===== src/hdl/sdinit_pkg.sv =====
// Package: shared types and constants for the SD card init sequencer.
`timescale 1ns / 1ps
`default_nettype none

package sdinit_pkg;

  // Sequencer phases
  typedef enum logic [3:0] {
    PH_IDLE  = 4'd0,
    PH_W0    = 4'd1,
    PH_W8    = 4'd2,
    PH_W55   = 4'd3,
    PH_W41   = 4'd4,
    PH_W2    = 4'd5,
    PH_W3    = 4'd6,
    PH_W7    = 4'd7,
    PH_READY = 4'd8
  } phase_t;

  // Event kinds
  localparam logic OP_DETECT   = 1'b0;
  localparam logic OP_COMPLETE = 1'b1;

  // Command completion status
  localparam logic [1:0] ST_OK      = 2'd0;
  localparam logic [1:0] ST_CRC     = 2'd1;
  localparam logic [1:0] ST_TIMEOUT = 2'd2;
  localparam logic [1:0] ST_STUCK   = 2'd3;

  // Expected response kinds
  localparam logic [1:0] RK_NONE  = 2'd0;
  localparam logic [1:0] RK_SHORT = 2'd1;
  localparam logic [1:0] RK_LONG  = 2'd2;

  // Error codes
  localparam logic [2:0] ERR_NONE        = 3'd0;
  localparam logic [2:0] ERR_CMD55       = 3'd1;
  localparam logic [2:0] ERR_NO_CARD     = 3'd2;
  localparam logic [2:0] ERR_NEVER_READY = 3'd3;
  localparam logic [2:0] ERR_CMD2        = 3'd4;
  localparam logic [2:0] ERR_CMD3        = 3'd5;
  localparam logic [2:0] ERR_CMD7        = 3'd6;

  // SD command numbers
  localparam logic [5:0] CMD_GO_IDLE   = 6'd0;
  localparam logic [5:0] CMD_ALL_CID   = 6'd2;
  localparam logic [5:0] CMD_SEND_RCA  = 6'd3;
  localparam logic [5:0] CMD_SELECT    = 6'd7;
  localparam logic [5:0] CMD_IF_COND   = 6'd8;
  localparam logic [5:0] CMD_SEND_OP   = 6'd41;
  localparam logic [5:0] CMD_APP       = 6'd55;

  localparam logic [31:0] IF_COND_ARG = 32'h0000_01AA;
  localparam logic [11:0] ECHO_VALUE  = 12'h1AA;

  // Configuration register indexes and reset values
  localparam logic CFG_RETRY_LIMIT    = 1'b0;
  localparam logic CFG_VOLTAGE_WINDOW = 1'b1;

  localparam logic [15:0] RETRY_LIMIT_RST    = 16'd1000;
  localparam logic [23:0] VOLTAGE_WINDOW_RST = 24'h10_0000;

  typedef struct packed {
    logic        opcode;
    logic        card_in;
    logic [1:0]  cmd_status;
    logic [31:0] resp_word;
  } sd_evt_t;

  typedef struct packed {
    logic        cmd_valid;
    logic [5:0]  cmd_index;
    logic [31:0] cmd_arg;
    logic [1:0]  resp_kind;
    logic        card_ready;
    logic [2:0]  error_code;
    logic [15:0] card_address;
    logic        high_capacity;
  } sd_res_t;

  typedef struct packed {
    logic [15:0] retry_limit;
    logic [23:0] voltage_window;
  } sd_cfg_t;

endpackage

`default_nettype wire


===== src/hdl/sdinit_cfg.sv =====
// Configuration registers: CMD41 retry limit and voltage window.
`timescale 1ns / 1ps
`default_nettype none

module sdinit_cfg
  import sdinit_pkg::*;
(
  input  wire logic        clk,
  input  wire logic        rst,
  input  wire logic        cfg_we,
  input  wire logic        cfg_index,
  input  wire logic [23:0] cfg_data,
  output sd_cfg_t          cfg
);

  always_ff @(posedge clk) begin
    if (rst) begin
      cfg.retry_limit    <= RETRY_LIMIT_RST;
      cfg.voltage_window <= VOLTAGE_WINDOW_RST;
    end else if (cfg_we) begin
      unique case (cfg_index)
        CFG_RETRY_LIMIT:    cfg.retry_limit    <= cfg_data[15:0];
        CFG_VOLTAGE_WINDOW: cfg.voltage_window <= cfg_data;
        default: ;
      endcase
    end
  end

endmodule

`default_nettype wire


===== src/hdl/sdinit_core.sv =====
// Bring-up state machine: state registers and the per-item next-state logic.
`timescale 1ns / 1ps
`default_nettype none

module sdinit_core
  import sdinit_pkg::*;
(
  input  wire logic clk,
  input  wire logic rst,
  input  wire logic step,
  input  sd_evt_t   evt,
  input  sd_cfg_t   cfg,
  output sd_res_t   res
);

  phase_t      phase, phase_next;
  logic        ready_flag, ready_flag_next;
  logic        cap_flag, cap_flag_next;
  logic [15:0] rca, rca_next;
  logic [15:0] tries_left, tries_left_next;
  // only bit 31 of the last captured response is ever tested
  logic        busy_done, busy_done_next;

  always_ff @(posedge clk) begin
    if (rst) begin
      phase      <= PH_IDLE;
      ready_flag <= 1'b0;
      cap_flag   <= 1'b0;
      rca        <= '0;
      tries_left <= '0;
      busy_done  <= 1'b0;
    end else if (step) begin
      phase      <= phase_next;
      ready_flag <= ready_flag_next;
      cap_flag   <= cap_flag_next;
      rca        <= rca_next;
      tries_left <= tries_left_next;
      busy_done  <= busy_done_next;
    end
  end

  always_comb begin
    logic        st_bad;
    logic [15:0] tries_dec;
    st_bad    = (evt.cmd_status == ST_TIMEOUT) || (evt.cmd_status == ST_STUCK);
    tries_dec = tries_left - 16'd1;

    phase_next      = phase;
    ready_flag_next = ready_flag;
    cap_flag_next   = cap_flag;
    rca_next        = rca;
    tries_left_next = tries_left;
    busy_done_next  = busy_done;

    res = '0;

    if (evt.opcode == OP_DETECT) begin
      if (phase == PH_READY && !evt.card_in) begin
        ready_flag_next = 1'b0;
        cap_flag_next   = 1'b0;
        rca_next        = '0;
        phase_next      = PH_IDLE;
      end else if (phase == PH_IDLE && evt.card_in) begin
        cap_flag_next = 1'b0;
        res.cmd_valid = 1'b1;
        res.cmd_index = CMD_GO_IDLE;
        res.resp_kind = RK_NONE;
        phase_next    = PH_W0;
      end
    end else begin
      // capture bit 31 of the response word of commands that return one, unless timed out or stuck
      if (phase >= PH_W8 && phase <= PH_W7 && !st_bad)
        busy_done_next = evt.resp_word[31];

      unique case (phase)
        PH_W0: begin
          res.cmd_valid = 1'b1;
          res.cmd_index = CMD_IF_COND;
          res.cmd_arg   = IF_COND_ARG;
          res.resp_kind = RK_SHORT;
          phase_next    = PH_W8;
        end
        PH_W8: begin
          if (evt.cmd_status == ST_OK && evt.resp_word[11:0] == ECHO_VALUE)
            cap_flag_next = 1'b1;
          tries_left_next = (cfg.retry_limit == '0) ? 16'd1 : cfg.retry_limit;
          res.cmd_valid = 1'b1;
          res.cmd_index = CMD_APP;
          res.resp_kind = RK_SHORT;
          phase_next    = PH_W55;
        end
        PH_W55: begin
          if (st_bad) begin
            res.error_code = ERR_CMD55;
            phase_next     = PH_IDLE;
          end else begin
            res.cmd_valid = 1'b1;
            res.cmd_index = CMD_SEND_OP;
            res.cmd_arg   = {1'b0, cap_flag, 6'b0, cfg.voltage_window};
            res.resp_kind = RK_SHORT;
            phase_next    = PH_W41;
          end
        end
        PH_W41: begin
          if (evt.cmd_status == ST_TIMEOUT) begin
            res.error_code = ERR_NO_CARD;
            phase_next     = PH_IDLE;
          end else if (busy_done_next) begin
            res.cmd_valid = 1'b1;
            res.cmd_index = CMD_ALL_CID;
            res.resp_kind = RK_LONG;
            phase_next    = PH_W2;
          end else begin
            tries_left_next = tries_dec;
            if (tries_dec == '0) begin
              res.error_code = ERR_NEVER_READY;
              phase_next     = PH_IDLE;
            end else begin
              res.cmd_valid = 1'b1;
              res.cmd_index = CMD_APP;
              res.resp_kind = RK_SHORT;
              phase_next    = PH_W55;
            end
          end
        end
        PH_W2: begin
          if (st_bad) begin
            res.error_code = ERR_CMD2;
            phase_next     = PH_IDLE;
          end else begin
            res.cmd_valid = 1'b1;
            res.cmd_index = CMD_SEND_RCA;
            res.resp_kind = RK_SHORT;
            phase_next    = PH_W3;
          end
        end
        PH_W3: begin
          if (evt.cmd_status != ST_OK) begin
            res.error_code = ERR_CMD3;
            phase_next     = PH_IDLE;
          end else begin
            rca_next      = evt.resp_word[31:16];
            res.cmd_valid = 1'b1;
            res.cmd_index = CMD_SELECT;
            res.cmd_arg   = {evt.resp_word[31:16], 16'h0000};
            res.resp_kind = RK_SHORT;
            phase_next    = PH_W7;
          end
        end
        PH_W7: begin
          if (evt.cmd_status != ST_OK) begin
            res.error_code = ERR_CMD7;
            phase_next     = PH_IDLE;
          end else begin
            ready_flag_next = 1'b1;
            phase_next      = PH_READY;
          end
        end
        default: ; // idle or ready: drop the completion
      endcase
    end

    res.card_ready    = ready_flag_next;
    res.card_address  = rca_next;
    res.high_capacity = cap_flag_next;
  end

endmodule

`default_nettype wire


===== src/hdl/sd_card_init_sequencer_top.sv =====
// Top level: event input register, sequencer core and result register.
//
// SD card bring-up sequencer. Each item on evt is a card-detect sample or the
// completion of the last issued command; each produces exactly one item on res
// carrying the command to issue next (if any), an error code and the current
// ready/address/capacity status. Items pass through an input register and a
// result register with the state machine between them, so the result of an
// item is valid on res once it has passed both registers, and one item is
// accepted every cycle as long as res is taken. Configuration writes (retry
// limit, voltage window) take effect at once and should be made only while no
// item is in flight.
`timescale 1ns / 1ps
`default_nettype none

module sd_card_init_sequencer_top
  import sdinit_pkg::*;
(
  input  wire logic        clk,
  input  wire logic        rst,
  input  wire logic        cfg_we,
  input  wire logic        cfg_index,
  input  wire logic [23:0] cfg_data,
  input  wire logic        evt_valid,
  output logic             evt_ready,
  input  sd_evt_t          evt,
  output logic             res_valid,
  input  wire logic        res_ready,
  output sd_res_t          res
);

  sd_cfg_t cfg;
  sd_evt_t stg;
  logic    stg_valid;
  logic    step;
  sd_res_t core_res;

  sdinit_cfg u_cfg (
    .clk       (clk),
    .rst       (rst),
    .cfg_we    (cfg_we),
    .cfg_index (cfg_index),
    .cfg_data  (cfg_data),
    .cfg       (cfg)
  );

  // advance the staged item when the result register is free or being drained
  assign step      = stg_valid && (!res_valid || res_ready);
  assign evt_ready = !stg_valid || step;

  always_ff @(posedge clk) begin
    if (rst) begin
      stg_valid <= 1'b0;
    end else if (evt_ready) begin
      stg_valid <= evt_valid;
    end
  end

  always_ff @(posedge clk) begin
    if (evt_valid && evt_ready) begin
      stg <= evt;
    end
  end

  sdinit_core u_core (
    .clk  (clk),
    .rst  (rst),
    .step (step),
    .evt  (stg),
    .cfg  (cfg),
    .res  (core_res)
  );

  always_ff @(posedge clk) begin
    if (rst) begin
      res_valid <= 1'b0;
    end else if (step) begin
      res_valid <= 1'b1;
    end else if (res_ready) begin
      res_valid <= 1'b0;
    end
  end

  always_ff @(posedge clk) begin
    if (step) begin
      res <= core_res;
    end
  end

endmodule

`default_nettype wire


===== config.mk =====
export PLATFORM = sky130hd
export DESIGN_NAME = sd_card_init_sequencer_top
export DESIGN_NICKNAME = d
export VERILOG_FILES = /design/src/hdl/sdinit_pkg.sv /design/src/hdl/sdinit_cfg.sv /design/src/hdl/sdinit_core.sv /design/src/hdl/sd_card_init_sequencer_top.sv
export SDC_FILE = /design/constraint.sdc
export NUM_CORES = 1
export LEC_CHECK = 0
export BUFFER_PORTS_ARGS = -buffer_cell sky130_fd_sc_hd__buf_2
export CORE_MARGIN = 2
export CORE_UTILIZATION = 40
export CTS_CLUSTER_DIAMETER = 200
export DETAILED_ROUTE_END_ITERATION = 10
export GPL_TIMING_DRIVEN = 0
export PLACE_DENSITY = 0.58
export SLEW_MARGIN = 20
export SYNTH_ARGS = -nofsm -noshare
export SYNTH_HDL_FRONTEND = slang
export SYNTH_SLANG_ARGS = --single-unit
export TNS_END_PERCENT = 20

===== constraint.sdc =====
create_clock -name clk -period 3.9 [get_ports clk]
set_input_delay 0.78 -clock clk [delete_from_list [all_inputs] [get_ports clk]]
set_output_delay 0.78 -clock clk [all_outputs]
set_load 0.02 [all_outputs]

==> run summary, run 1 <==
CP max FO -> 7
Post-CTS Setup Bufs -> 0
Die H -> 139 um
Clock Sink Count -> 175
Register bit count reported by yosys -> 175
Worst-path clk slew -> 0.07 ns
CTS max path bufs -> 2
Multi-input logic area -> 2680 um2
Root buffer cell -> clkbuf_16
Syn Nets -> 780
Synth warn -> 0
1st-pass router iterations -> 6
Die Wd -> 139 um
Site Rows -> 49
Final cycle utilization of the critical path -> 0.712
Gate Count Post-Synth -> 712
Die area -> 19400 um2
CTS tree -> yes
Peak Freq -> 360 MHz
Required time worst endpoint -> 4.08 ns
Core Area -> 18000 um2
Placed Instance Area -> 8280 um2
Register area -> 4440 um2
Synth cell types -> 64
Slew headroom -> 0.444
Top-level I/O count -> 130
Sequential fraction of the synthesis area -> 0.606
Resized cells post-CTS -> 0
Synth-to-layout area growth -> 20.6%
Slew @ Worst Pin -> 0.822 ns
Setup Viol. Count Final -> 0
Final HPWL DP -> 14200 um
Fillers -> 1693
Final Hold Viols -> 0
# DRC -> 0
DRT antenna net count -> 0
CTS Hold Buffers Added -> 0
Initial antenna violation count -> 0
Nature of the critical path startpoint -> register
Setup CP Type -> register to register
Detailed Route Iter0 Violations -> 491
Lkg Pwr -> 0.00342 uW
Cell area after layout -> 8850 um2
RSZ-0062 raised after global routing -> false
PD cells -> 448 nW/um2
Min-delay worst type -> register to register
Grt ovf -> 0
Fin nets -> 925
Final GP Congestion -> 0.918
Number of synthesized flops with an enable pin -> 94
Syn_area_per_cell -> 10.3 um2
First-pass GRT wire length -> 31200 um
Worst setup EP type -> register
Ratio of cells with drive above 1 in the final layout -> 0.209
Worst IR Drop VDD -> 318 uV
Vias post-DR -> 5920
Ant diodes -> 0
FFs w/ async S/R, synth -> 0
Via/cell ratio -> 5.39
Core Util, Final -> 0.493
Crit path DAT -> 2.96 ns
GRT Resource Usage Total -> 0.204
Number of I/O port buffers -> 124
Slew Limit Fails -> 0
WL per Instance -> 17.9 um
Commonest non-fill, non-tap cell in the layout -> buf_2
Clock buffer count from CTS -> 17
Max cap viols -> 0
Initial Utilization -> 0.409
Most frequent cells in the layout -> buf_2, nand2_1, edfxtp_1
Skew final -> 0.0103 ns
Clock Latency Late Sink -> 0.44 ns
Total wire length -> 19700 um
Mapped cell area -> 7340 um2
Max H-tree Level -> 4
Tmin final -> 2.78 ns
Vias in the first global route -> 5808
Most used DFF post-synth -> edfxtp_1
Largest net degree at the start of global routing -> 42
Outcome -> complete, no violations
## worst max-delay path: stages (launching register included)
cell and delay, ns:
dfxtp_1 0.38, inv_1 0.12, ha_1 0.28, nor4b_1 0.43, xnor2_1 0.17, a31oi_1 0.15, nor2_1 0.13, or4b_4 0.49
a311o_1 0.37
## report_power, final
part           internal, uW  total, uW  switching [uW]  leakage, uW
logic                  87.9        258             170      0.00157
registers              2020       2060            40.5      0.00157
clock network           919       1650             728     0.000278
## sequential cells by signal, indices dropped and copies added (netlist names)
signal,count
stg_valid,1
res_valid,1
u_core.tries_left,16
u_core.cap_flag,1
u_cfg.cfg,40
u_core.rca,16
u_core.ready_flag,1
stg,32
u_core.busy_done,1
u_core.phase,4
res,62
## metal layers
metal	vias up	GRT usage	wire length, um
met3	30	0.0461	1120
met4	0	0.0675	302
met5	-	0	0
met1	2838	0.265	8690
li1	2859	-	-
met2	193	0.339	9610
## logic make-up after synthesis
logic type | count (synthesis) | share of synthesized area
compound gates | 164 | 0.143
buf+inv | 53 | 0.0300
simple gates | 314 | 0.214
xor+xnor | 4 | 0.00477
fa+ha+maj | 2 | 0.00341
flops | 175 | 0.606
## final timing paths
kind | end | start | slack [ns] | cells after the start
worst max-delay path | res[61] | u_core.tries_left[1] | 1.12 | 8
worst min-delay path | u_cfg.cfg[15] | u_cfg.cfg[15] | 0.45 | 2
worst max register to register | res[61] | u_core.tries_left[1] | 1.12 | 8
worst min register to register | u_cfg.cfg[15] | u_cfg.cfg[15] | 0.45 | 2
## area by class of cell
class	count	area share
Timing Repair Buffer	126	0.0732
Buffer	46	0.0223
Sequential cell	175	0.502
Clock inverter	12	0.0120
Clock buffer	20	0.0518
Multi-Input combinational cell	484	0.303
Tap cell	229	0.0324
Inverter	7	0.00297
## synth_stat cells (4+ instances only)
cell,number,share of area
or3_1,6,0.0051
o211ai_1,4,0.0041
clkbuf_1,38,0.019
nor3_1,20,0.014
o32ai_1,7,0.0084
nand2_1,113,0.058
nand3_1,8,0.0055
inv_1,6,0.0031
nor4b_1,7,0.0084
nand3b_1,9,0.0092
dfxtp_1,81,0.22
o21ai_0,20,0.014
nand4_1,6,0.0051
a31oi_1,6,0.0051
nor2_1,79,0.040
nor4_1,4,0.0034
and3_1,12,0.010
buf_2,4,0.0027
a22oi_1,16,0.016
and2_1,11,0.0094
nand2b_1,13,0.011
o31ai_1,4,0.0041
a22o_1,10,0.012
a21o_1,9,0.0092
nor2b_1,5,0.0043
edfxtp_1,94,0.38
a21oi_1,68,0.046
## per-stage QoR
step,cells,power [uW],hold slack [ns],setup TNS [ns],setup slack [ns]
3_5_place_dp,1067,2360,0.442,0,0.923
6_report,1099,3960,0.453,0,1.12
4_1_cts,1099,3990,0.451,0,1.14
3_3_place_gp,1065,2350,0.440,-52.34,-0.757
5_1_grt,1099,4100,0.470,0,0.868
2_1_floorplan,712,2240,0.432,0,0.296
(Power assumes the default switching activity.)
==> inputs of run 2 (changes only) <==
Clock period 3.9 ns to 2.6 ns, I/O delays scaled along.
==> run 2 against run 1 <==
Effect of this change: hold slack got worse by 0.19 ns; first-iteration DRC count decreased by 19%; die area unchanged; global-route usage decreased by 0.36 points; fmax increased by 10%; register-to-register slack got worse by 1.0 ns; sequential share of layout area decreased by 0.89 points; non-clock buffer count increased by 9; critical path type unchanged; via count increased by 1.3%; routed wire length decreased by 0.46%.
==> run summary, run 2 (synthesis results as in run 1) <==
First-pass GRT wire length -> 30600 um (-1.9%)
Clock Latency Late Sink -> 0.43 ns (about the same)
Vias post-DR -> 5994 (+1.3%)
Setup CP Type -> register to register
Tmin final -> 2.52 ns (-0.257 ns)
Reg2Reg Setup Slack -> 0.08 ns (-1.04 ns)
Number of I/O port buffers -> 124 (unchanged)
PD cells -> 658 nW/um2 (+47%)
Crit path DAT -> 2.81 ns (-0.15 ns)
Met1 Use GR -> 0.260 (-0.00493)
Max H-tree Level -> 4 (unchanged)
Die area -> 19400 um2 (unchanged)
Fin nets -> 934 (+0.97%)
CP max FO -> 10 (+3)
Most flops, register -> res
Core Area -> 18000 um2 (unchanged)
RSZ-0062 raised after global routing -> true
Detailed Route Iter0 Violations -> 399 (-19%)
Synth-to-layout area growth -> 22.8%
Largest register FFs -> 62 (unchanged)
Min-delay worst type -> input pin to register
Die H -> 139 um (unchanged)
Reg2Reg Depth -> 9 (+1)
Reg-to-Reg Start -> u_core.phase[2]
Vias in the first global route -> 5717 (-1.6%)
Required time worst endpoint -> 2.89 ns (-1.19 ns)
Ratio of cells with drive above 1 in the final layout -> 0.229 (+0.0195)
Clock buffer count from CTS -> 17 (unchanged)
Final Hold Viols -> 0 (unchanged)
Final HPWL DP -> 14100 um (-0.30%)
CTS tree -> yes
WL per Instance -> 17.7 um (-1.3%)
# DRC -> 0 (unchanged)
Lkg Pwr -> 0.00349 uW (+2.2%)
Placed Instance Area -> 8310 um2 (+0.33%)
Initial antenna violation count -> 0 (unchanged)
Largest registers -> res: 62 flops, u_cfg.cfg: 40 flops, stg: 32 flops
GRT Max-Usage Layer -> met2
Outcome -> complete, no violations
Slew @ Worst Pin -> 0.735 ns (-0.0875 ns)
Worst setup EP type -> register
Slew Limit Fails -> 0 (unchanged)
Grt ovf -> 0 (unchanged)
Ant diodes -> 0 (unchanged)
GRT Resource Usage Total -> 0.200 (-0.00358)
DRT antenna net count -> 0 (unchanged)
Commonest non-fill, non-tap cell in the layout -> buf_2
Skew final -> 0.00985 ns (-0.000497 ns)
Top-level I/O count -> 130 (unchanged)
CTS max path bufs -> 2 (unchanged)
P_int -> 4530 uW (+50%)
Worst-path clk slew -> 0.07 ns (about the same)
Slew headroom -> 0.507 (+0.0627)
Root buffer cell -> clkbuf_16
WHS Path Cells -> 1 (-1)
Total chip power -> 5930 uW (+50%)
1st-pass router iterations -> 5 (-1)
Via/cell ratio -> 5.41 (+0.43%)
Hold_sp -> evt[26]
Nature of the critical path startpoint -> register
R2R Path End -> u_core.tries_left[3]
Fillers -> 1672 (-1.2%)
Switching part of the total -> 0.235 (-0.00137)
Setup Viol. Count Final -> 0 (unchanged)
Total wire length -> 19600 um (-0.46%)
Cell area after layout -> 9010 um2 (+1.8%)
Final cycle utilization of the critical path -> 0.968 (+0.257)
NetSw -> 1400 uW (+49%)
Seq pwr share -> 0.521 (+0.002)
Clock Sink Count -> 175 (unchanged)
GRT met3 Usage -> 0.0499 (+0.00379)
Largest net degree at the start of global routing -> 41 (-2.4%)
Max cap viols -> 0 (unchanged)
CTS Hold Buffers Added -> 0 (unchanged)
Final GP Congestion -> 0.878 (-4.3%)
WHS Endpoint -> stg[26]
Site Rows -> 49 (unchanged)
Clk network pwr share -> 0.413 (-0.003)
Worst setup margin -> 0.0820 ns (-1.04 ns)
Initial Utilization -> 0.409 (unchanged)
Peak Freq -> 397 MHz (+10%)
Combinational share of power -> 0.067 (+0.002)
Placement Setup Slack -> -0.150 ns (-1.07 ns)
Die Wd -> 139 um (unchanged)
Worst IR Drop VDD -> 472 uV (+48%)
Most frequent cells in the layout -> buf_2, nand2_1, edfxtp_1
Grt met2 use -> 0.331 (-0.00851)
==> run 2: worst max path at each step <==
stage	startpoint	to	slack [ns]	cells after the start
2_1_floorplan	res_ready	res[0]	0.15	5
3_3_place_gp	res_ready	res[25]	-0.64	6
3_5_place_dp	u_core.tries_left[0]	res[61]	-0.15	8
4_1_cts	u_core.tries_left[0]	u_core.tries_left[14]	-0.02	8
5_1_grt	u_core.phase[2]	u_core.tries_left[3]	-0.09	9
6_report	u_core.phase[2]	u_core.tries_left[3]	0.08	9
==> run 2: metrics by stage <==
step	util	hold WS, ns	std cells	setup TNS, ns
after floorplan	-	0.432	712	0
after global placement	0.459	0.440	1065	-47.29
after detailed placement	0.463	0.447	1068	-1.81
after CTS	0.496	0.255	1100	-0.0203
after global routing	0.501	0.251	1108	-0.446
final	0.501	0.267	1108	0
==> run 2: worst max-delay path, cell delays in order, from the launching register on <==
cell and delay [ns]:
dfxtp_1 0.30, clkbuf_2 0.19, or4b_1 0.45, clkbuf_1 0.22, a21oi_4 0.22, a31o_2 0.23
nand3_1 0.15, clkbuf_1 0.31, a21oi_1 0.22, o32ai_1 0.09
==> run 2: cell type report <==
cell class                 instances  area (um2)  share of cell area
sequential                       175        4440               0.493
multi-input combinational        484        2750               0.306
timing repair buffer             135         736              0.0817
clock buffer                      19         453              0.0503
tap                              229         287              0.0318
buffer                            46         198              0.0219
clock inverter                    13         109              0.0121
inverter                           7        30.0             0.00333
==> run 2: what timing repair did <==
action / CTS / global route
resized for setup: 5 / 9
endpoints found under the setup margin: 22 / 51
pin swaps: 1 / 7
setup buffers: 0 / 8
==> run 2: per-layer routing <==
metal	wire length (um)	vias to the layer above
met5	0	-
met4	355	0
met3	1210	38
met2	9620	217
met1	8430	2864
li1	-	2875
==> run 2: power by group through the flow <==
stage / Combinational, uW / Sequential (uW) / Clock, uW
2_1_floorplan: 177 / 3180 / 0
3_3_place_gp: 377 / 3150 / 0
3_5_place_dp: 392 / 3150 / 0
4_1_cts: 395 / 3090 / 2490
5_1_grt: 434 / 3100 / 2600
6_report: 395 / 3090 / 2450
==> inputs of run 3 (changes only) <==
Settings changed: CORE_ASPECT_RATIO set to 1.1.
==> run 3 against run 2 <==
Effect of this change: critical endpoint is now res[61]; largest cell class unchanged; via count down 0.83%; first-iteration DRC count up 11%; final cell count up 0.54%; non-clock buffer count down 3; clock skew down 0.00050 ns; total power down 1.6%; register-to-register slack worse by 0.02 ns; clock-buffer cell count unchanged; flip-flop and latch count unchanged; combinational power down 3%.
==> run summary, run 3 (synthesis results as in run 1) <==
Outcome -> complete, no violations
DRT antenna net count -> 0 (unchanged)
Placement Setup Slack -> -0.221 ns (-0.0704 ns)
Site Rows -> 51 (+4.1%)
Worst-path clk slew -> 0.07 ns (about the same)
WL per Instance -> 17.3 um (-2.2%)
Reg-to-Reg Start -> u_core.tries_left[2]
Die H -> 146 um (+4.7%)
Clock buffer count from CTS -> 17 (unchanged)
Min-delay worst type -> input pin to register
Clock Latency Late Sink -> 0.43 ns (about the same)
Via/cell ratio -> 5.34 (-1.4%)
Die Wd -> 133 um (-4.5%)
Seq pwr share -> 0.529 (+0.008)
Worst IR Drop VDD -> 462 uV (-2.0%)
Required time worst endpoint -> 2.77 ns (-0.12 ns)
R2R Path End -> res[61]
CP top delay family -> simple AND/OR/NAND/NOR gates
Number of I/O port buffers -> 124 (unchanged)
Slew Limit Fails -> 0 (unchanged)
Slew @ Worst Pin -> 0.766 ns (+0.0310 ns)
CTS Hold Buffers Added -> 0 (unchanged)
Hold_sp -> evt[24]
Final GP Congestion -> 0.892 (+1.6%)
Bufs and invs on worst path -> 1 (-2)
Skew final -> 0.00935 ns (-0.000503 ns)
Max cap viols -> 0 (unchanged)
Layout Cells excl Fill -> 1114 (+0.54%)
Core Area -> 17900 um2 (-0.54%)
Most flops, register -> res
Initial antenna violation count -> 0 (unchanged)
Slowest-stage cell, CP -> or4b_4
Vias post-DR -> 5944 (-0.83%)
GRT Resource Usage Total -> 0.202 (+0.00171)
WP depth -> 7 (-2)
Clk network pwr share -> 0.405 (-0.008)
Top-level I/O count -> 130 (unchanged)
Placed insts -> 1076 (+0.75%)
Commonest non-fill, non-tap cell in the layout -> buf_2
Ratio of cells with drive above 1 in the final layout -> 0.229 (+0.000783)
Reg2Reg Setup Slack -> 0.06 ns (-0.02 ns)
Root buffer cell -> clkbuf_16
P_int -> 4430 uW (-2.4%)
Crit-path cells -> buf_6, nor4_4, nand4_1, xor2_2, nand3_1, or4b_4, a311o_1
Final Hold Viols -> 0 (unchanged)
Clock Sink Count -> 175 (unchanged)
Worst setup EP type -> register
Crit path DAT -> 2.71 ns (-0.10 ns)
Initial Utilization -> 0.411 (+0.00220)
CTS tree -> yes
# DRC -> 0 (unchanged)
Largest net degree at the start of global routing -> 39 (-4.9%)
Nature of the critical path startpoint -> register
Lkg Pwr -> 0.00347 uW (-0.73%)
Worst setup margin -> 0.0590 ns (-0.0230 ns)
Fin nets -> 931 (-0.32%)
Reg2Reg Depth -> 7 (-2)
Die area -> 19400 um2 (about the same)
RSZ-0062 raised after global routing -> true
Combinational share of power -> 0.066 (about the same)
Vias in the first global route -> 5779 (+1.1%)
Total wire length -> 19300 um (-1.7%)
Setup Viol. Count Final -> 0 (unchanged)
NetSw -> 1410 uW (+0.91%)
CTS max path bufs -> 2 (unchanged)
Slew headroom -> 0.482 (-0.0246)
Setup CP Type -> register to register
Final cycle utilization of the critical path -> 0.977 (+0.00885)
Max H-tree Level -> 4 (unchanged)
Crit-path max cell delay -> 0.52 ns (+0.07 ns)
Tmin final -> 2.54 ns (+0.0230 ns)
PD cells -> 652 nW/um2 (-1.0%)
Largest register FFs -> 62 (unchanged)
Grt ovf -> 0 (unchanged)
WHS Path Cells -> 1 (unchanged)
Switching part of the total -> 0.241 (+0.00602)
Synth-to-layout area growth -> 22.0%
Final HPWL DP -> 14200 um (+0.39%)
1st-pass router iterations -> 5 (unchanged)
Detailed Route Iter0 Violations -> 443 (+11%)
Largest registers -> res: 62 flops, u_cfg.cfg: 40 flops, stg: 32 flops
Ant diodes -> 0 (unchanged)
Total chip power -> 5840 uW (-1.6%)
Most frequent cells in the layout -> buf_2, nand2_1, edfxtp_1
WHS Endpoint -> stg[24]
CP max FO -> 10 (unchanged)
Peak Freq -> 394 MHz (-0.91%)
First-pass GRT wire length -> 30500 um (-0.34%)
[run 3: cell count changes in the layout (fill, tap and decap cells not counted), sizes merged]
cell      previous run  this run
clkinvlp             2         1
buf                142       140
clkinv               6         8
bufinv               1         0
clkbuf              58        57
[run 3: stage by stage]
| stage | hold WS, ns | utilization | instance area (um2) | TNS (ns) |
|---|---|---|---|---|
| floorplan | 0.432 | - | 7340 | 0 |
| global placement | 0.442 | 0.462 | 8260 | -47.67 |
| detailed placement | 0.445 | 0.464 | 8290 | -4.78 |
| CTS | 0.250 | 0.497 | 8870 | -0.0172 |
| global route | 0.247 | 0.501 | 8950 | -0.333 |
| finish | 0.267 | 0.501 | 8950 | 0 |
[run 3: cell type report]
class	count	area, um2
fill	1683	8910
sequential	175	4440
multi-input combinational	484	2750
timing repair buffer	132	691
clock buffer	19	443
tap	238	298
buffer	46	198
clock inverter	13	108
inverter	7	26.3
[run 3: worst reg2reg max path, delay by kind of cell (launching register included)]
family / cells / cell delay, ns
AOI/OAI and AO/OA: 1 / 0.37
xor gates and xnor gates: 1 / 0.24
buffers and inverters: 1 / 0.14
DFF: 1 / 0.32
and+or+nand+nor: 4 / 1.23
[run 3: how the worst max path moves through the flow]
stage	from	endpoint
6_report	u_core.tries_left[2]	res[61]
5_1_grt	u_core.phase[2]	u_core.tries_left[3]
4_1_cts	u_core.tries_left[0]	res[61]
3_5_place_dp	u_core.tries_left[0]	res[55]
3_3_place_gp	res_ready	res[25]
2_1_floorplan	res_ready	res[0]
[run 3: routing by layer]
| layer | up-vias | routed length (um) | GRT usage |
|---|---|---|---|
| met5 | - | 0 | 0 |
| met4 | 0 | 403 | 0.0729 |
| met3 | 28 | 960 | 0.0413 |
| met2 | 194 | 9740 | 0.348 |
| met1 | 2849 | 8180 | 0.253 |
| li1 | 2873 | - | - |
[run 3: power groups by stage]
stage	Clock, uW	Combinational (uW)	Sequential (uW)
floorplan	0	177	3180
global placement	0	371	3150
detailed placement	0	384	3150
CTS	2410	386	3090
global route	2530	425	3100
finish	2360	385	3090
[run 3: what timing repair did]
action | in CTS | in global routing
pin swaps | 1 | 6
endpoints found under the hold margin | 0 | 0
resized for setup | 5 | 11
setup buffers | 0 | 6
setup endpoints to repair | 15 | 73
